File: src/rtl/tdl_pkg.sv
// Shared types, constants and helper functions for the dwell table.
package tdl_pkg;

    localparam int TABLE_ENTRIES = 64;
    localparam int IDX_W         = (TABLE_ENTRIES > 1) ? $clog2(TABLE_ENTRIES) : 1;
    localparam int CNT_W         = $clog2(TABLE_ENTRIES + 1);

    localparam int ID_W      = 32;
    localparam int PRESENT_W = 16;
    localparam int MISSING_W = 8;
    localparam int CHAN_W    = 8;
    localparam int DATA_W    = 32;
    localparam int ADDR_W    = 3;

    // Operation codes of an input transfer
    localparam logic OP_TRACK = 1'b0;
    localparam logic OP_EOF   = 1'b1;

    // Register word indexes
    localparam logic REG_THRESHOLD = 1'b0;
    localparam logic REG_MAX_LOST  = 1'b1;

    localparam logic [PRESENT_W-1:0] THRESHOLD_RST = 16'd100;
    localparam logic [MISSING_W-1:0] MAX_LOST_RST  = 8'd30;

    typedef logic [IDX_W-1:0] idx_t;

    typedef struct packed {
        logic [ID_W-1:0]      id;
        logic [PRESENT_W-1:0] present;
        logic [MISSING_W-1:0] missing;
    } entry_t;

    typedef struct packed {
        logic   rd_en;
        idx_t   rd_addr;
        logic   wr_en;
        idx_t   wr_addr;
        entry_t wr_data;
    } ram_req_t;

    typedef struct packed {
        logic [PRESENT_W-1:0] threshold;
        logic [MISSING_W-1:0] max_lost;
    } cfg_t;

    function automatic logic [PRESENT_W-1:0] present_inc(input logic [PRESENT_W-1:0] v);
        logic [PRESENT_W-1:0] r;
        r = (v == '1) ? v : v + PRESENT_W'(1);
        return r;
    endfunction

    function automatic logic [MISSING_W-1:0] missing_inc(input logic [MISSING_W-1:0] v);
        logic [MISSING_W-1:0] r;
        r = (v == '1) ? v : v + MISSING_W'(1);
        return r;
    endfunction

endpackage

File: src/rtl/tdl_cfg.sv
// APB register block: loiter threshold and missing-frame limit.
module tdl_cfg (
    input  logic                        clk,
    input  logic                        rst_n,
    input  logic                        psel,
    input  logic                        penable,
    input  logic                        pwrite,
    input  logic [tdl_pkg::ADDR_W-1:0]  paddr,
    input  logic [tdl_pkg::DATA_W-1:0]  pwdata,
    output logic [tdl_pkg::DATA_W-1:0]  prdata,
    output logic                        pready,
    output tdl_pkg::cfg_t               cfg
);
    import tdl_pkg::*;

    logic [PRESENT_W-1:0] threshold_reg;
    logic [MISSING_W-1:0] max_lost_reg;
    logic                 wr_stb;
    logic                 word_idx;

    assign pready   = 1'b1;
    assign wr_stb   = psel & penable & pwrite;
    assign word_idx = paddr[2];

    // Take register writes on the access phase
    always_ff @(posedge clk or negedge rst_n)
    begin
        if (!rst_n)
        begin
            threshold_reg <= THRESHOLD_RST;
            max_lost_reg  <= MAX_LOST_RST;
        end
        else if (wr_stb)
        begin
            unique case (word_idx)
                REG_THRESHOLD: threshold_reg <= pwdata[PRESENT_W-1:0];
                REG_MAX_LOST:  max_lost_reg  <= pwdata[MISSING_W-1:0];
                default: ;
            endcase
        end
    end

    // Read back
    always_comb
    begin
        prdata = '0;
        unique case (word_idx)
            REG_THRESHOLD: prdata = DATA_W'(threshold_reg);
            REG_MAX_LOST:  prdata = DATA_W'(max_lost_reg);
            default:       prdata = '0;
        endcase
    end

    assign cfg.threshold = threshold_reg;
    assign cfg.max_lost  = max_lost_reg;

endmodule

File: config.mk
export PLATFORM = sky130hd
export DESIGN_NAME = tdl_cfg
export DESIGN_NICKNAME = d
export VERILOG_FILES = /design/src/rtl/tdl_pkg.sv /design/src/rtl/tdl_cfg.sv
export SDC_FILE = /design/constraint.sdc
export NUM_CORES = 1
export LEC_CHECK = 0
export CAP_MARGIN = 20
export CORE_MARGIN = 10
export CORE_UTILIZATION = 35
export DETAILED_ROUTE_END_ITERATION = 8
export DONT_BUFFER_PORTS = 1
export GPL_TIMING_DRIVEN = 0
export PLACE_DENSITY = 0.55
export SLEW_MARGIN = 20
export SYNTH_ARGS = -nofsm -noshare
export SYNTH_HDL_FRONTEND = slang
export SYNTH_SLANG_ARGS = --single-unit
File: constraint.sdc
create_clock -name clk -period 0.8 [get_ports clk]
set_input_delay 0.04 -clock clk [delete_from_list [all_inputs] [get_ports clk]]
set_output_delay 0.04 -clock clk [all_outputs]
set_load 0.02 [all_outputs]
==> results.md <==
Status:
- The flow ran to the end, but the final reports show violations.
- The checks that failed: negative setup slack.

Clocking:
- The root buffer cell chosen for the clock tree is clkbuf_4.
- After clock tree synthesis, the setup repair step added 0 buffers.
- TritonCTS built the clock tree.
- The maximum clock path buffer count is 2.
- The clock insertion delay at the later pin of the skew report is 0.32 ns.
- In this run the number of H-tree levels came out at 1.
- The number of clock sinks is 24.
- The clock slew seen by the registers of the worst setup and hold paths is 0.15 ns.
- In this run, CTS created clock tree buffers numbering 3.

Layout:
- The design area is 1780 um2.
- The repair_antennas step left the layout with diodes totalling 0.
- The register with the most flip-flops in the layout has 16 of them.
- The filler-free cell count of the finished design is 171.
- After the last flow step, the layout net total stands at 166.
- From synthesis to final layout, the design area changed by 41.4%.
- The proportion of layout cells with a drive suffix above 1 is 72.8%.
- The number of filler instances in the final layout is 280.

Die:
- The starting density of the core is 37.1%.
- In this run the horizontal extent of the chip is 79.9 um.
- The floorplan has 21 rows.
- The die footprint is 6390 um2.
- The placeable core area is 3390 um2.
- The die extent in y is 79.9 um.
- 97 I/O pins were placed.

Critical path:
- The family of cells with the greatest summed delay on the critical path is flip-flops.
- The maximum fanout along the worst path is 3.
- The count of buffering cells on the critical path with inverters included is 0.
- The type of element capturing the critical path is an output port.
- The signal on the critical path passes through mux2_4.
- The critical path is of the reg -> out type.
- Data on the critical path is required at its endpoint by 0.76 ns.
- At the worst endpoint, the arrival time is 1.21 ns.
- The nature of the critical path startpoint is a register.
- The slowest stage of the critical path is the dfstp_2 cell.
- The largest stage delay on the critical path is 0.66 ns.

Power:
- The analysis attributes to cell leakage a power of 0.896 nW.
- The clock network power share is 20.3%.
- The cell internal power dissipation is 2.82 mW.
- The maximum VDD drop is 1.63 mV.
- Dividing total power by cell area gives a power density of 2460 nW/um2.
- The fraction of power spent switching nets is 35.4%.
- Of the total power, registers draw 50.8%.
- The proportion of power drawn by combinational gates is 28.9%.
- The power dissipated by switching net loads is 1.55 mW.

Synthesis:
- After synthesis, the largest area contributor takes up 33.9% of total cell area.
- Yosys instantiated no cell more often than mux2_2.
- After synthesis, the cell types taking the most area are dfrtp_1 34%, mux2_2 20%, dfstp_2 15%.
- In the synthesized netlist the dominant register cell turns out to be dfrtp_1.
- The sequential share of the synthesized area is 48.5%.
- The fraction of registers with async set/reset is 100%.
- The average footprint of a synthesized cell is 14.3 um2.
- The count of flip-flops with a built-in enable after synthesis is 0.
- Counting flops and latches in the post-synthesis netlist gives 24.
- In this run the cell area of the synthesized design comes to 1260 um2.
- The number of warnings issued by yosys is 0.
- The cell count after synthesis is 88.
- The biggest area contributor in the post-synthesis netlist is dfrtp_1.
- The unique cell type count in the Yosys netlist is 11.
- After synthesis, the most frequently instantiated cells are 22 x mux2_2, 17 x buf_4, 17 x dfrtp_1.

Timing:
- The final number of setup-violating endpoints is 64.
- The final setup skew is 0 ns.
- Setup repair after global routing could not meet its margin everywhere.
- Dividing the final minimum period by the clock period gives 156%.
- The upper clock frequency limit is 0.800 GHz.
- The shortest clock period the worst path allows after layout is 1.25 ns.
- The max-slew violation count was 0.
- The number of endpoints with negative hold slack in the final report was 0.
- The post-route worst setup slack is -0.449 ns.
- The tightest hold path in the finished design has a slack of 0.0525 ns.

Worst hold path:
- In this run the worst hold path is classified as in -> reg.

Flow run:
- The total of max-cap violations is 0.

Route:
- The mean number of vias per cell is 4.40.
- The first-pass iteration count of the detailed router is 2.
- The DRC marker count from the first detailed-route iteration is 18.
- After detailed routing, the average wire length per cell comes to 20.6 um.
- The final wirelength is 3.52 mm.
- The number of remaining DRC errors is 0.
- The routed layout has 752 vias.
- In this run the remaining antenna-violating nets after routing total 0.

Global route:
- The pin count of the biggest net entering global routing is 25.
- After global routing the overflow that remains totals 0.
- The number of global-route vias before repair is 887.
- The first global-routing pass estimated 5.72 mm of wire.
- The total global routing track utilization is 11.3%.
- The initial antenna violation count is 0.

Placement:
- The number of buffers inserted by port buffering is 0.
- Including well taps, the total number of placed cells is 149.
- The standard cell area after detailed placement is 1410 um2.
- The detailed placement HPWL is 2.52 mm.
- The weighted congestion reported at the end of routability-driven placement is 0.633.
## cell type report
cell class	instances	area (um2)	share of cell area [%]
repair buffers	18	190	10.7
flip-flops and latches	24	631	35.5
clock inverters	1	30.0	1.69
well taps	46	57.6	3.24
clock buffers	3	22.5	1.27
plain buffers	20	155	8.73
multi-input cells	59	691	38.9
## logic make-up (layout without fill, tap and decap cells)
logic type | Yosys count | after routing | share of synthesized area (%)
other cells | 2 | 17 | 0.598
mux | 32 | 32 | 31.7
flops | 24 | 24 | 48.5
buf+inv | 20 | 42 | 12.3
simple gates | 10 | 10 | 6.87
## routing by layer
metal  GRT usage [%]  share of wire (%)  up-vias
met3            6.98                 14        0
met2            17.7                 49       46
li1                -                  -      339
met1            13.3                 38      367
met5               0                  0        -
met4            1.58                  0        0
## path summary, 6_finish.rpt
path                                   from                 to  slack (ns)  depth (start not counted)
max                        threshold_reg[6]          prdata[6]       -0.45                          1
min                                 penable  threshold_reg[10]        0.05                          2
max reg2reg                 max_lost_reg[6]    max_lost_reg[6]       -0.08                          1
min reg2reg                threshold_reg[4]   threshold_reg[4]        0.65                          1
max in group asynchronous             rst_n    max_lost_reg[3]        0.44                          2
min in group asynchronous             rst_n   threshold_reg[8]        0.12                          2
## power by group through the flow
stage	Clock [mW]	Sequential, mW	Combinational, mW
2_1_floorplan	0	2.09	0.874
3_3_place_gp	0	2.19	0.936
3_5_place_dp	0	2.21	0.948
4_1_cts	0.912	2.23	1.27
5_1_grt	0.973	2.28	1.35
6_report	0.887	2.22	1.26
## stage by stage
stage / power, mW / worst slack (ns) / setup TNS (ns) / utilization (%)
detailed placement: 3.16 / -0.270 / -5.18 / 41.7
global placement: 3.13 / -0.265 / -5.09 / 41.7
global route: 4.60 / -0.504 / -11.56 / 52.4
floorplan: 2.97 / -0.169 / -2.06 / -
CTS: 4.40 / -0.461 / -9.55 / 52.4
finish: 4.37 / -0.449 / -8.98 / 52.4
## cell usage in the layout, fill, tap and decap left out, drive strengths merged
master / instances
mux2: 32
buf: 21
conb: 17
dlygate4sd3: 17
dfrtp: 17
nor2b: 8
dfstp: 7
clkbuf: 3
nand4b: 1
nand4: 1
bufinv: 1
## repair_timing
| item | 4_1_cts | 5_1_grt |
|---|---|---|
| gates resized for setup | 34 | 0 |
| endpoints found under the hold margin | 48 | 0 |
| hold buffers | 18 | 0 |
| setup endpoints to repair | 64 | 64 |
(Power assumes the default switching activity.)
