$ cat config.mk
export PLATFORM = sky130hd
export DESIGN_NAME = tdl_ctrl
export DESIGN_NICKNAME = d
export VERILOG_FILES = /design/src/rtl/tdl_pkg.sv /design/src/rtl/tdl_ctrl.sv
export SDC_FILE = /design/constraint.sdc
export NUM_CORES = 1
export LEC_CHECK = 0
export BUFFER_PORTS_ARGS = -buffer_cell sky130_fd_sc_hd__clkbuf_2
export CAP_MARGIN = 15
export CORE_MARGIN = 10
export CORE_UTILIZATION = 55
export CTS_CLUSTER_DIAMETER = 100
export DETAILED_ROUTE_END_ITERATION = 10
export PLACE_DENSITY = 0.75
export SETUP_SLACK_MARGIN = 0.5
export SYNTH_ARGS = -nofsm -noshare
export SYNTH_HDL_FRONTEND = slang
export SYNTH_SLANG_ARGS = --single-unit
$ cat constraint.sdc
create_clock -name clk -period 10.6 [get_ports clk]
set_input_delay 1.59 -clock clk [delete_from_list [all_inputs] [get_ports clk]]
set_output_delay 1.59 -clock clk [all_outputs]
set_load 0.02 [all_outputs]
$ cat src/rtl/tdl_pkg.sv
// Shared types, constants and helper functions for the dwell table.
package tdl_pkg;

    localparam int TABLE_ENTRIES = 64;
    localparam int IDX_W         = (TABLE_ENTRIES > 1) ? $clog2(TABLE_ENTRIES) : 1;
    localparam int CNT_W         = $clog2(TABLE_ENTRIES + 1);

    localparam int ID_W      = 32;
    localparam int PRESENT_W = 16;
    localparam int MISSING_W = 8;
    localparam int CHAN_W    = 8;
    localparam int DATA_W    = 32;
    localparam int ADDR_W    = 3;

    // Operation codes of an input transfer
    localparam logic OP_TRACK = 1'b0;
    localparam logic OP_EOF   = 1'b1;

    // Register word indexes
    localparam logic REG_THRESHOLD = 1'b0;
    localparam logic REG_MAX_LOST  = 1'b1;

    localparam logic [PRESENT_W-1:0] THRESHOLD_RST = 16'd100;
    localparam logic [MISSING_W-1:0] MAX_LOST_RST  = 8'd30;

    typedef logic [IDX_W-1:0] idx_t;

    typedef struct packed {
        logic [ID_W-1:0]      id;
        logic [PRESENT_W-1:0] present;
        logic [MISSING_W-1:0] missing;
    } entry_t;

    typedef struct packed {
        logic   rd_en;
        idx_t   rd_addr;
        logic   wr_en;
        idx_t   wr_addr;
        entry_t wr_data;
    } ram_req_t;

    typedef struct packed {
        logic [PRESENT_W-1:0] threshold;
        logic [MISSING_W-1:0] max_lost;
    } cfg_t;

    function automatic logic [PRESENT_W-1:0] present_inc(input logic [PRESENT_W-1:0] v);
        logic [PRESENT_W-1:0] r;
        r = (v == '1) ? v : v + PRESENT_W'(1);
        return r;
    endfunction

    function automatic logic [MISSING_W-1:0] missing_inc(input logic [MISSING_W-1:0] v);
        logic [MISSING_W-1:0] r;
        r = (v == '1) ? v : v + MISSING_W'(1);
        return r;
    endfunction

endpackage

$ cat src/rtl/tdl_ctrl.sv
// Sweep sequencer: lookup/insert on track transfers, ageing on end of frame.
module tdl_ctrl (
    input  logic                          clk,
    input  logic                          rst_n,
    input  logic                          in_valid,
    output logic                          in_ready,
    input  logic                          operation,
    input  logic [tdl_pkg::ID_W-1:0]      obj_id,
    input  logic [tdl_pkg::CHAN_W-1:0]    channel_id,
    output logic                          out_valid,
    input  logic                          out_ready,
    output logic                          loiter_alarm,
    output logic                          table_overflow,
    output logic [tdl_pkg::CHAN_W-1:0]    out_channel,
    input  tdl_pkg::cfg_t                 cfg,
    output tdl_pkg::ram_req_t             ram_req,
    input  tdl_pkg::entry_t               rd_data
);
    import tdl_pkg::*;

    localparam logic [2:0] S_IDLE   = 3'd0;
    localparam logic [2:0] S_SCAN   = 3'd1;
    localparam logic [2:0] S_UPDATE = 3'd2;
    localparam logic [2:0] S_AGE    = 3'd3;
    localparam logic [2:0] S_RESULT = 3'd4;

    logic [2:0]               state_reg, state_next;
    logic [CNT_W-1:0]         rd_cnt_reg, rd_cnt_next;
    logic                     chk_vld_reg, chk_vld_next;
    idx_t                     chk_addr_reg, chk_addr_next;
    logic                     hit_reg, hit_next;
    idx_t                     hit_idx_reg, hit_idx_next;
    logic [PRESENT_W-1:0]     hit_present_reg, hit_present_next;
    logic                     free_reg, free_next;
    idx_t                     free_idx_reg, free_idx_next;
    logic [TABLE_ENTRIES-1:0] valid_reg, valid_next;
    logic [TABLE_ENTRIES-1:0] seen_reg, seen_next;
    logic                     alarm_reg, alarm_next;
    logic                     ovf_reg, ovf_next;
    logic                     out_valid_reg, out_valid_next;
    logic                     out_alarm_reg, out_alarm_next;
    logic                     out_ovf_reg, out_ovf_next;
    logic [CHAN_W-1:0]        out_chan_reg, out_chan_next;
    logic [ID_W-1:0]          id_reg;
    logic [CHAN_W-1:0]        chan_reg;

    logic                     accept;
    logic                     last_chk;
    logic [PRESENT_W-1:0]     present_new;
    logic [MISSING_W-1:0]     missing_new;

    assign in_ready    = (state_reg == S_IDLE);
    assign accept      = in_valid & in_ready;
    assign last_chk    = chk_vld_reg && (chk_addr_reg == IDX_W'(TABLE_ENTRIES - 1));
    assign present_new = hit_reg ? present_inc(hit_present_reg) : PRESENT_W'(1);
    assign missing_new = missing_inc(rd_data.missing);

    // Next-state and datapath control
    always_comb
    begin
        state_next       = state_reg;
        rd_cnt_next      = rd_cnt_reg;
        chk_vld_next     = 1'b0;
        chk_addr_next    = chk_addr_reg;
        hit_next         = hit_reg;
        hit_idx_next     = hit_idx_reg;
        hit_present_next = hit_present_reg;
        free_next        = free_reg;
        free_idx_next    = free_idx_reg;
        valid_next       = valid_reg;
        seen_next        = seen_reg;
        alarm_next       = alarm_reg;
        ovf_next         = ovf_reg;
        out_valid_next   = out_valid_reg & ~out_ready;
        out_alarm_next   = out_alarm_reg;
        out_ovf_next     = out_ovf_reg;
        out_chan_next    = out_chan_reg;
        ram_req          = '0;

        unique case (state_reg)
            S_IDLE:
            begin
                if (accept)
                begin
                    rd_cnt_next = '0;
                    hit_next    = 1'b0;
                    free_next   = 1'b0;
                    state_next  = (operation == OP_EOF) ? S_AGE : S_SCAN;
                end
            end

            S_SCAN:
            begin
                // Issue reads in address order
                if (rd_cnt_reg < CNT_W'(TABLE_ENTRIES))
                begin
                    ram_req.rd_en   = 1'b1;
                    ram_req.rd_addr = rd_cnt_reg[IDX_W-1:0];
                    rd_cnt_next     = rd_cnt_reg + CNT_W'(1);
                    chk_vld_next    = 1'b1;
                    chk_addr_next   = rd_cnt_reg[IDX_W-1:0];
                end
                // Record first matching id and first free slot
                if (chk_vld_reg)
                begin
                    if (valid_reg[chk_addr_reg] && (rd_data.id == id_reg) && !hit_reg)
                    begin
                        hit_next         = 1'b1;
                        hit_idx_next     = chk_addr_reg;
                        hit_present_next = rd_data.present;
                    end
                    if (!valid_reg[chk_addr_reg] && !free_reg)
                    begin
                        free_next     = 1'b1;
                        free_idx_next = chk_addr_reg;
                    end
                end
                if (last_chk)
                begin
                    state_next = S_UPDATE;
                end
            end

            S_UPDATE:
            begin
                if (hit_reg)
                begin
                    ram_req.wr_en           = 1'b1;
                    ram_req.wr_addr         = hit_idx_reg;
                    ram_req.wr_data.id      = id_reg;
                    ram_req.wr_data.present = present_new;
                    ram_req.wr_data.missing = '0;
                    seen_next[hit_idx_reg]  = 1'b1;
                    if (present_new >= cfg.threshold)
                    begin
                        alarm_next = 1'b1;
                    end
                end
                else if (free_reg)
                begin
                    ram_req.wr_en           = 1'b1;
                    ram_req.wr_addr         = free_idx_reg;
                    ram_req.wr_data.id      = id_reg;
                    ram_req.wr_data.present = present_new;
                    ram_req.wr_data.missing = '0;
                    valid_next[free_idx_reg] = 1'b1;
                    seen_next[free_idx_reg]  = 1'b1;
                    if (present_new >= cfg.threshold)
                    begin
                        alarm_next = 1'b1;
                    end
                end
                else
                begin
                    // Table full: drop the id
                    ovf_next = 1'b1;
                end
                state_next = S_IDLE;
            end

            S_AGE:
            begin
                if (rd_cnt_reg < CNT_W'(TABLE_ENTRIES))
                begin
                    ram_req.rd_en   = 1'b1;
                    ram_req.rd_addr = rd_cnt_reg[IDX_W-1:0];
                    rd_cnt_next     = rd_cnt_reg + CNT_W'(1);
                    chk_vld_next    = 1'b1;
                    chk_addr_next   = rd_cnt_reg[IDX_W-1:0];
                end
                // Age unseen entries one behind the read; evict stale ones
                if (chk_vld_reg && valid_reg[chk_addr_reg])
                begin
                    if (seen_reg[chk_addr_reg])
                    begin
                        seen_next[chk_addr_reg] = 1'b0;
                    end
                    else
                    begin
                        ram_req.wr_en           = 1'b1;
                        ram_req.wr_addr         = chk_addr_reg;
                        ram_req.wr_data.id      = rd_data.id;
                        ram_req.wr_data.present = rd_data.present;
                        ram_req.wr_data.missing = missing_new;
                        if (missing_new > cfg.max_lost)
                        begin
                            valid_next[chk_addr_reg] = 1'b0;
                        end
                    end
                end
                if (last_chk)
                begin
                    state_next = S_RESULT;
                end
            end

            S_RESULT:
            begin
                // Hand the frame result to the output register once it is free
                if (!out_valid_reg || out_ready)
                begin
                    out_valid_next = 1'b1;
                    out_alarm_next = alarm_reg;
                    out_ovf_next   = ovf_reg;
                    out_chan_next  = chan_reg;
                    alarm_next     = 1'b0;
                    ovf_next       = 1'b0;
                    state_next     = S_IDLE;
                end
            end

            default:
            begin
                state_next = S_IDLE;
            end
        endcase
    end

    // Control state
    always_ff @(posedge clk or negedge rst_n)
    begin
        if (!rst_n)
        begin
            state_reg     <= S_IDLE;
            rd_cnt_reg    <= '0;
            chk_vld_reg   <= 1'b0;
            hit_reg       <= 1'b0;
            free_reg      <= 1'b0;
            valid_reg     <= '0;
            seen_reg      <= '0;
            alarm_reg     <= 1'b0;
            ovf_reg       <= 1'b0;
            out_valid_reg <= 1'b0;
        end
        else
        begin
            state_reg     <= state_next;
            rd_cnt_reg    <= rd_cnt_next;
            chk_vld_reg   <= chk_vld_next;
            hit_reg       <= hit_next;
            free_reg      <= free_next;
            valid_reg     <= valid_next;
            seen_reg      <= seen_next;
            alarm_reg     <= alarm_next;
            ovf_reg       <= ovf_next;
            out_valid_reg <= out_valid_next;
        end
    end

    // Payload registers
    always_ff @(posedge clk)
    begin
        chk_addr_reg    <= chk_addr_next;
        hit_idx_reg     <= hit_idx_next;
        hit_present_reg <= hit_present_next;
        free_idx_reg    <= free_idx_next;
        out_alarm_reg   <= out_alarm_next;
        out_ovf_reg     <= out_ovf_next;
        out_chan_reg    <= out_chan_next;
        if (accept)
        begin
            id_reg   <= obj_id;
            chan_reg <= channel_id;
        end
    end

    assign out_valid      = out_valid_reg;
    assign loiter_alarm   = out_alarm_reg;
    assign table_overflow = out_ovf_reg;
    assign out_channel    = out_chan_reg;

endmodule
==> flow_summary.yaml, run 1 <==
sta:
  finalSetupViolCount: 0
  whs_ns: 0.418
  maxSlewHeadroom_pct: 14.8
  skew_ns: 0.0138
  tns_ns: 0
  layout_min_cycle_time_ns: 6.57
  tightest_slew_ns: 1.27
  setup_ws_ns: 4.03
  grt_setup_unrepaired: "no"
  finalMaxSlewViolations: 0
  final_hold_viol_count: 0
  max_freq_mhz: 152
  fin_crit_sh_pct: 62.0
power_and_ir_drop:
  power_density_nw_per_um2: 248
  ir_worst_vdd_mv: 0.234
  leakage_uw: 0.00606
yosys:
  ys_types: 67
  synth_edf_count: 84
  ys_seq_area_share_pct: 45.8
  syn_nets: 1479
  synth_xor_area_share_pct: 3.14
  yosys.area_share.simple_pct: 12.7
  synth_top_family_by_area: "compound AO/OA/AOI/OAI gates"
  syn_avg_cell_area_um2: 10.1
  synth_fa_ha_area_share_pct: 2.53
  ys_warn_count: 0
  synth-seq-cells: 228
  syn_area_um2: 13400
  ys.flop_type: "dfrtp_1"
  synth-compound-area-share_pct: 26.7
  syn-instance-count: 1327
  synth_mux_area_share_pct: 4.01
  async_flop_share_pct: 63.2
final_layout:
  area_delta_synth_final_pct: 15.8
  mostFrequentLayoutCells: "207 x clkbuf_2, 144 x dfrtp_1, 85 x nor2_1"
  nets: 1632
  regArea_um2: 6130
  num_antenna_cells: 0
  fill_cells: 2034
  final_common_cell: "clkbuf_2"
  multi_input_area_um2: 6670
  postLayoutCellArea_um2: 15500
  drive_gt1_share_pct: 21.1
clocking:
  ctsResizeCount: 0
  cts-htree-levels: 1
  post_cts_buffers: 0
  cts_root_buf: "clkbuf_16"
  cts_buffer_depth: 3
  clk_latency_ns: 0.56
  path_clk_slew_ns: 0.06
  cts_buffers: 27
  holdBufCountCts: 0
  cts_num_sinks: 228
  cts_tree: "done"
die:
  core.rowCount: 57
  core_area_um2: 24100
  initial_core_util_pct: 55.5
  fp.dieH_um: 176
  die_w_um: 176
  io_pins: 207
  die_area_um2: 30900
critical_path:
  crit_fanout: 58
  worst-path-buf-inv: 3
  worstPathArrival_ns: 4.98
  crit_path_max_incr_delay_ns: 1.07
  end_kind: "primary output"
  startpoint_type: "flop"
  path_class: "flop to primary output"
  critPathTopFamily: "compound AO/OA/AOI/OAI gates"
  critPathLaunch: "chk_addr_reg[1]$_DFFE_PP_"
  rr_startpoint: "chk_addr_reg[1]$_DFFE_PP_"
  crit_chain: "buf_4 > inv_1 > a221oi_1 > o32ai_1 > a211oi_1 > and3_1 > o2111a_2 > nand2_1 > o21ai_0 > clkbuf_2"
  required_ns: 9.01
  cp_slowest_cell: "o2111a_2"
  r2r_setup_slack_ns: 6.53
global_routing:
  grtUsageTotal_pct: 29.1
  overflow: 0
  grt_max_degree: 91
  antenna_found_initial: 0
  grt_pass1_wl_um: 71600
  grt_pass1_vias: 12100
worst_hold_path:
  hold_path.class: "flop to flop"
  worstHoldStart: "chan_reg[2]$_DFFE_PP_"
placed_design:
  io_buffers: 206
  gp_congestion: 0.973
  placed_area_um2: 14600
  place_ws_ns: 4.76
  dp_hpwl_um: 32400
route:
  drtIter0Drc: 1731
  vias: 12600
  drc: 0
  detail-route-antenna-nets: 0
  drt-total-wl_um: 47500
  drt_pass1_iterations: 6
  wire_per_inst_um: 26.0
  viasPerCell: 6.90
outcome:
  status: "complete, no violations"
job:
  maxCapViolCount: 0
==> kinds of logic (layout without fill, tap and decap cells) <==
logic type / count (synthesis) / after routing
flip-flops: 228 / 228
adder cells (fa/ha/maj): 27 / 27
multiplexers: 41 / 41
AO/OA/AOI/OAI: 488 / 488
buffers and inverters: 161 / 335
AND/OR/NAND/NOR: 334 / 334
XOR/XNOR: 48 / 48
==> path summary, 6_finish.rpt <==
check,endpoint,cells after the start
min reg2reg,out_channel[2]$_DFFE_PP_,0
min in group asynchronous,valid_reg[32]$_DFFE_PN0P_,1
min,out_channel[2]$_DFFE_PP_,0
max in group asynchronous,ovf_reg$_DFFE_PN0P_,2
max,ram_req[60],10
max reg2reg,seen_reg[5]$_DFFE_PN0P_,11
==> cell usage after synthesis, types with 15 or more instances <==
| cell type | count | area [µm²] |
|---|---|---|
| buf_2 | 34 | 170 |
| xnor2_1 | 23 | 201 |
| xor2_1 | 25 | 219 |
| a21oi_1 | 84 | 420 |
| nor4_1 | 16 | 100 |
| nor2_1 | 87 | 327 |
| edfxtp_1 | 84 | 2520 |
| clkbuf_1 | 63 | 236 |
| a31oi_1 | 55 | 344 |
| a22oi_1 | 44 | 330 |
| nand3_1 | 21 | 105 |
| and3_1 | 15 | 93.8 |
| o2bb2ai_1 | 47 | 412 |
| dfrtp_1 | 144 | 3600 |
| o2111ai_1 | 58 | 508 |
| mux2i_1 | 21 | 210 |
| a22o_1 | 66 | 578 |
| o22ai_1 | 25 | 156 |
| and2_1 | 19 | 119 |
| o21ai_0 | 27 | 135 |
| nand4_1 | 24 | 150 |
| nand2_1 | 69 | 259 |
| a211oi_1 | 16 | 120 |
| inv_1 | 49 | 184 |
| ha_1 | 27 | 338 |
| nor3_1 | 24 | 120 |
==> through the flow <==
stage | std cells | total power (µW) | util, %
after global placement | 1771 | 2870 | 60.6
final | 1825 | 3850 | 64.2
after floorplan | 1327 | 2380 | -
after global routing | 1825 | 3990 | 64.2
after CTS | 1821 | 3790 | 64.1
after detailed placement | 1771 | 2890 | 60.6
==> per-layer routing <==
metal | track usage (%) | vias to the layer above | share of wire [%]
met5 | 0 | - | 0
met4 | 11.0 | 0 | 3.8
met3 | 6.89 | 157 | 11
met2 | 44.7 | 853 | 46
met1 | 39.4 | 6081 | 39
li1 | - | 5495 | -
==> final cells by class <==
| class | instances | share of cell area (%) |
|---|---|---|
| multi-input combinational | 938 | 43.0 |
| sequential | 228 | 39.6 |
| timing repair buffer | 236 | 8.13 |
| clock buffer | 38 | 4.82 |
| tap | 324 | 2.62 |
| inverter | 49 | 1.19 |
| clock inverter | 12 | 0.646 |
==> power by group <==
group | switching [µW] | internal (µW)
clock network | 384 | 517
registers | 178 | 1130
logic | 1140 | 498
total | 1700 | 2150
Note: power is estimated with default switching activity, not from simulation.
==> inputs of run 2 (changes only) <==
--- a/config.mk
+++ b/config.mk
@@ -5,13 +5,14 @@
 export SDC_FILE = /design/constraint.sdc
 export NUM_CORES = 1
 export LEC_CHECK = 0
+export ABC_AREA = 1
 export BUFFER_PORTS_ARGS = -buffer_cell sky130_fd_sc_hd__clkbuf_2
 export CAP_MARGIN = 15
 export CORE_MARGIN = 10
-export CORE_UTILIZATION = 55
+export CORE_UTILIZATION = 53
 export CTS_CLUSTER_DIAMETER = 100
 export DETAILED_ROUTE_END_ITERATION = 10
-export PLACE_DENSITY = 0.75
+export PLACE_DENSITY = 0.74
 export SETUP_SLACK_MARGIN = 0.5
 export SYNTH_ARGS = -nofsm -noshare
 export SYNTH_HDL_FRONTEND = slang
==> constraint.sdc (replaced) <==
create_clock -name clk -period 5.9 [get_ports clk]
set_input_delay 0.885 -clock clk [delete_from_list [all_inputs] [get_ports clk]]
set_output_delay 0.885 -clock clk [all_outputs]
set_load 0.02 [all_outputs]
==> flow_summary.yaml, run 2 <==
outcome:
  status: "complete, no violations"
sta:
  layout_min_cycle_time_ns: 5.18
  tightest_slew_ns: 1.21
  max_freq_mhz: 193
  finalMaxSlewViolations: 0
  grt_setup_unrepaired: "no"
  tns_ns: 0
  skew_ns: 0.0170
  fin_crit_sh_pct: 87.9
  maxSlewHeadroom_pct: 18.7
  final_hold_viol_count: 0
  finalSetupViolCount: 0
power_and_ir_drop:
  power.total_uw: 6060
  swShare_pct: 39.6
  p_clk_share_pct: 32.6
  combPwrFrac_pct: 31.8
  p_sw_uw: 2400
  seqPwrFrac_pct: 35.6
  internal_power_uw: 3670
  leakage_uw: 0.00871
  ir_worst_vdd_mv: 0.399
  power_density_nw_per_um2: 347
clocking:
  cts_buffers: 28
  cts-htree-levels: 1
  cts_root_buf: "clkbuf_16"
  path_clk_slew_ns: 0.06
  clk_latency_ns: 0.56
  cts_num_sinks: 228
  cts_buffer_depth: 3
  cts_tree: "done"
yosys:
  synth_edf_count: 84
  yosysMostFrequentCell: "nand2_1"
  synth_area_leaders: "dfrtp_1 24%, nand2_1 19%, edfxtp_1 17%"
  synth-seq-cells: 228
  ys.flop_type: "dfrtp_1"
  syn_nets: 2318
  ys_types: 49
  yosys-top-cells-count: "778 x nand2_1, 240 x nand3_1, 181 x inv_1, 144 x dfrtp_1, 126 x o21ai_0"
  ys_warn_count: 0
  yosys.area.top_type_share_pct: 23.7
  syn_avg_cell_area_um2: 7.02
  syn_area_um2: 15200
  yosysTopAreaCell: "dfrtp_1"
  syn-instance-count: 2166
  async_flop_share_pct: 63.2
  ys_seq_area_share_pct: 40.3
global_routing:
  grt_max_degree: 96
  grt_pass1_wl_um: 86900
  overflow: 0
  grtUsageTotal_pct: 29.9
  antenna_found_initial: 1
  grt_pass1_vias: 15600
placed_design:
  gp_congestion: 0.952
  placed_cells: 2658
  placed_area_um2: 16400
  io_buffers: 206
  dp_hpwl_um: 37300
die:
  die_area_um2: 35900
  fp.dieH_um: 189
  core.rowCount: 61
  core_area_um2: 28000
  io_pins: 207
  die_w_um: 189
  initial_core_util_pct: 54.3
final_layout:
  nets: 2463
  fill_cells: 2568
  multi_input_area_um2: 7850
  final_common_cell: "nand2_1"
  final_util_pct: 62.4
  mostFrequentLayoutCells: "777 x nand2_1, 240 x nand3_1, 205 x clkbuf_2"
  regArea_um2: 6130
  area_delta_synth_final_pct: 15.0
  final_cells: 2712
  postLayoutCellArea_um2: 17500
  drive_gt1_share_pct: 13.8
critical_path:
  startpoint_type: "flop"
  r2r_setup_slack_ns: 1.72
  path_class: "flop to primary output"
  end_kind: "primary output"
  crit_fanout: 36
  worstPathArrival_ns: 4.30
  required_ns: 5.02
route:
  vias: 16600
  drt_pass1_iterations: 6
  viasPerCell: 6.13
  drt-total-wl_um: 56100
  detail-route-antenna-nets: 0
  drc: 0
  drtIter0Drc: 2435
  wire_per_inst_um: 20.7
job:
  maxCapViolCount: 0
worst_hold_path:
  hold_path.class: "flop to flop"
## run 2: through the flow
stage          setup slack (ns)  hold WS (ns)
2_1_floorplan              2.73         0.400
5_1_grt                   0.536         0.428
3_3_place_gp              0.840         0.401
6_report                  0.716         0.413
4_1_cts                   0.508         0.416
3_5_place_dp              0.905         0.405
## run 2: cell families (layout without fill, tap and decap cells)
logic type	Yosys count	count (layout)	synth area share, %
AOI/OAI and AO/OA	370	370	14.4
buffers and inverters	308	475	8.47
other	0	1	0
adders and majority gates	27	27	2.22
xor gates and xnor gates	20	20	1.15
DFF	228	228	40.3
and+or+nand+nor	1213	1213	33.5
## run 2: critical path: stages (launching register included)
cell and delay [ns]:
edfxtp_1 0.67, inv_1 0.71, nand2_1 0.11, nand2_1 0.15
nand2_1 0.08, nand2_1 0.09, nor2_2 0.05, nand2_1 0.10
nand2_1 0.12, inv_2 0.44, nand2_4 0.43, o21ai_0 0.52
clkbuf_2 0.26
## run 2: what timing repair did
action | CTS | global route
resized for setup | 0 | 4
endpoints found under the setup margin | 2 | 32
hold buffers | 0 | 0
endpoints found under the hold margin | 0 | 0
setup buffers | 1 | 0
## run 2: area by class of cell
cell class                 instances  area share [%]
sequential                       228            35.0
clock buffer                      34            4.37
timing repair buffer             236            7.29
antenna                            1          0.0143
clock inverter                    18            1.68
tap                              378            2.71
multi-input combinational       1630            44.9
inverter                         187            4.03
## run 2: power by group through the flow
stage / logic, µW / registers, µW / clock network (µW)
floorplan: 1290 / 2110 / 0
global placement: 1820 / 2170 / 0
detailed placement: 1850 / 2180 / 0
CTS: 1870 / 2150 / 1990
global route: 2080 / 2180 / 2060
finish: 1930 / 2160 / 1980
## run 2: worst paths after layout
path	start	end	cells after the start
max in group asynchronous	rst_n	seen_reg[15]$_DFFE_PN0P_	2
min in group asynchronous	rst_n	valid_reg[56]$_DFFE_PN0P_	1
worst max-delay path	chk_addr_reg[2]$_DFFE_PP_	ram_req[57]	12
worst max register to register	chk_addr_reg[2]$_DFFE_PP_	valid_reg[4]$_DFFE_PN0P_	13
worst min-delay path	chan_reg[7]$_DFFE_PP_	out_channel[7]$_DFFE_PP_	0
worst min register to register	chan_reg[7]$_DFFE_PP_	out_channel[7]$_DFFE_PP_	0
## run 2: per-layer routing
layer  GRT usage (%)  routed length (µm)  vias up  part of all wire [%]
met2            47.5               25400     1128                    45
met5               0                   0        -                     0
met3            6.45                6720      210                    12
met1            38.6               21400     7729                    38
li1                -                   -     7552                     -
met4            13.0                2600        0                   4.6
==> inputs of run 3 (changes only) <==
--- a/config.mk
+++ b/config.mk
@@ -5,14 +5,13 @@
 export SDC_FILE = /design/constraint.sdc
 export NUM_CORES = 1
 export LEC_CHECK = 0
-export ABC_AREA = 1
 export BUFFER_PORTS_ARGS = -buffer_cell sky130_fd_sc_hd__clkbuf_2
 export CAP_MARGIN = 15
 export CORE_MARGIN = 10
-export CORE_UTILIZATION = 53
+export CORE_UTILIZATION = 30
 export CTS_CLUSTER_DIAMETER = 100
 export DETAILED_ROUTE_END_ITERATION = 10
-export PLACE_DENSITY = 0.74
+export PLACE_DENSITY = 0.46
 export SETUP_SLACK_MARGIN = 0.5
 export SYNTH_ARGS = -nofsm -noshare
 export SYNTH_HDL_FRONTEND = slang
==> flow_summary.yaml, run 3 (same netlist as run 1, synthesis figures left out) <==
global_routing:
  grtUsageTotal_pct: 19.9
  antenna_found_initial: 0
  grt_max_degree: 67
  overflow: 0
  grt_pass1_wl_um: 81800
  grt_pass1_vias: 12400
critical_path:
  rr_startpoint: "chk_addr_reg[0]$_DFFE_PP_"
  required_ns: 5.02
  crit_fanout: 49
  crit_path_max_incr_delay_ns: 0.55
  crit_chain: "buf_12 > mux2_2 > a221oi_1 > o32ai_1 > a211oi_1 > and3_1 > o2111a_2 > buf_4 > a22o_1 > clkbuf_2"
  path_class: "flop to primary output"
  cp_slowest_cell: "o2111a_2"
  critPathLaunch: "chk_addr_reg[0]$_DFFE_PP_"
  startpoint_type: "flop"
  r2r_setup_slack_ns: 1.90
  worstPathArrival_ns: 4.33
  end_kind: "primary output"
outcome:
  status: "complete, no violations"
placed_design:
  gp_congestion: 0.949
  dp_hpwl_um: 39900
  placed_cells: 2058
  io_buffers: 206
  placed_area_um2: 15100
final_layout:
  num_antenna_cells: 0
  fill_cells: 4599
  mostFrequentLayoutCells: "205 x clkbuf_2, 144 x dfrtp_1, 85 x nor2_1"
  drive_gt1_share_pct: 22.5
  regArea_um2: 6130
  multi_input_area_um2: 6680
  area_delta_synth_final_pct: 19.8
  nets: 1651
  postLayoutCellArea_um2: 16000
  final_common_cell: "clkbuf_2"
  final_cells: 2112
clocking:
  cts_tree: "done"
  ctsResizeCount: 0
  cts_buffers: 27
  cts_root_buf: "clkbuf_16"
  clk_latency_ns: 0.57
  cts_num_sinks: 228
  holdBufCountCts: 0
  path_clk_slew_ns: 0.06
  cts-htree-levels: 1
  cts_buffer_depth: 3
job:
  maxCapViolCount: 0
sta:
  tightest_slew_ns: 1.21
  fin_crit_sh_pct: 88.4
  maxSlewHeadroom_pct: 19.0
  finalMaxSlewViolations: 0
  final_hold_viol_count: 0
  skew_ns: 0.0260
  grt_setup_unrepaired: "no"
  finalSetupViolCount: 0
  layout_min_cycle_time_ns: 5.22
  max_freq_mhz: 192
  tns_ns: 0
worst_hold_path:
  hold_path.class: "input pin to async pin"
route:
  vias: 12300
  wire_per_inst_um: 26.5
  viasPerCell: 5.85
  drt-total-wl_um: 55900
  drc: 0
  drt_pass1_iterations: 6
  detail-route-antenna-nets: 0
  drtIter0Drc: 1106
die:
  core_area_um2: 44100
  fp.dieH_um: 231
  initial_core_util_pct: 30.3
  io_pins: 207
  die_w_um: 231
  core.rowCount: 77
  die_area_um2: 53400
power_and_ir_drop:
  power_density_nw_per_um2: 448
  ir_worst_vdd_mv: 0.435
  leakage_uw: 0.00618
==> run 3: cell count changes in the layout (fill, tap and decap cells not counted), moves of 27 or more <==
cell       previous run  this run
o2bb2ai_1             0        47
a22oi_1               1        44
nand3_1             240        21
a22o_1                0        66
inv_1               180        49
o21ai_0             126        27
nand2_1             777        69
o2111ai_1             2        58
o211ai_1             27         0
==> run 3: per-stage QoR <==
stage	power (µW)	util, %	setup WS, ns	hold slack (ns)
global route	7520	36.3	0.509	0.313
floorplan	4270	-	1.46	0.400
finish	7180	36.3	0.682	0.286
detailed placement	5440	34.3	1.18	0.407
CTS	7120	36.2	0.584	0.292
global placement	5450	34.3	1.30	0.401
==> run 3: power breakdown <==
| group | total [µW] | switching, µW | internal (µW) |
|---|---|---|---|
| logic | 3140 | 2180 | 959 |
| clock network | 1660 | 701 | 959 |
| registers | 2370 | 336 | 2040 |
| total | 7180 | 3220 | 3960 |
==> run 3: routing by layer <==
layer / share of wire, % / vias to the layer above / global-route usage [%]
li1: - / 5528 / -
met1: 42 / 6168 / 26.2
met2: 48 / 520 / 32.5
met3: 6.5 / 129 / 3.14
met4: 3.6 / 0 / 6.74
met5: 0 / - / 0
==> run 3: path summary, 6_finish.rpt <==
path / end / depth (start not counted)
max: ram_req[41] / 10
min: seen_reg[7]$_DFFE_PN0P_ / 1
max reg2reg: valid_reg[44]$_DFFE_PN0P_ / 10
min reg2reg: out_channel[0]$_DFFE_PP_ / 0
max in group asynchronous: ovf_reg$_DFFE_PN0P_ / 2
min in group clk: out_channel[0]$_DFFE_PP_ / 0
==> run 3: critical path: cells and delay by family (launching register included) <==
| kind | cells | cell delay (ns) |
|---|---|---|
| and+or+nand+nor | 1 | 0.51 |
| AOI/OAI and AO/OA | 5 | 1.54 |
| buffers and inverters | 3 | 0.89 |
| muxes | 1 | 0.40 |
| DFF | 1 | 0.37 |
==> run 3: layout make-up <==
type                    count  share of cell area [%]
clock buffers              39                    4.87
clock inverters            11                   0.531
inverters                  49                    1.15
multi-input cells         939                    41.7
flip-flops and latches    228                    38.2
well taps                 592                    4.62
repair buffers            254                    8.88
==> run 3: what timing repair did <==
item                                    4_1_cts  5_1_grt
endpoints found under the setup margin        0       32
endpoints found under the hold margin         0        0
setup buffers                                 0        2
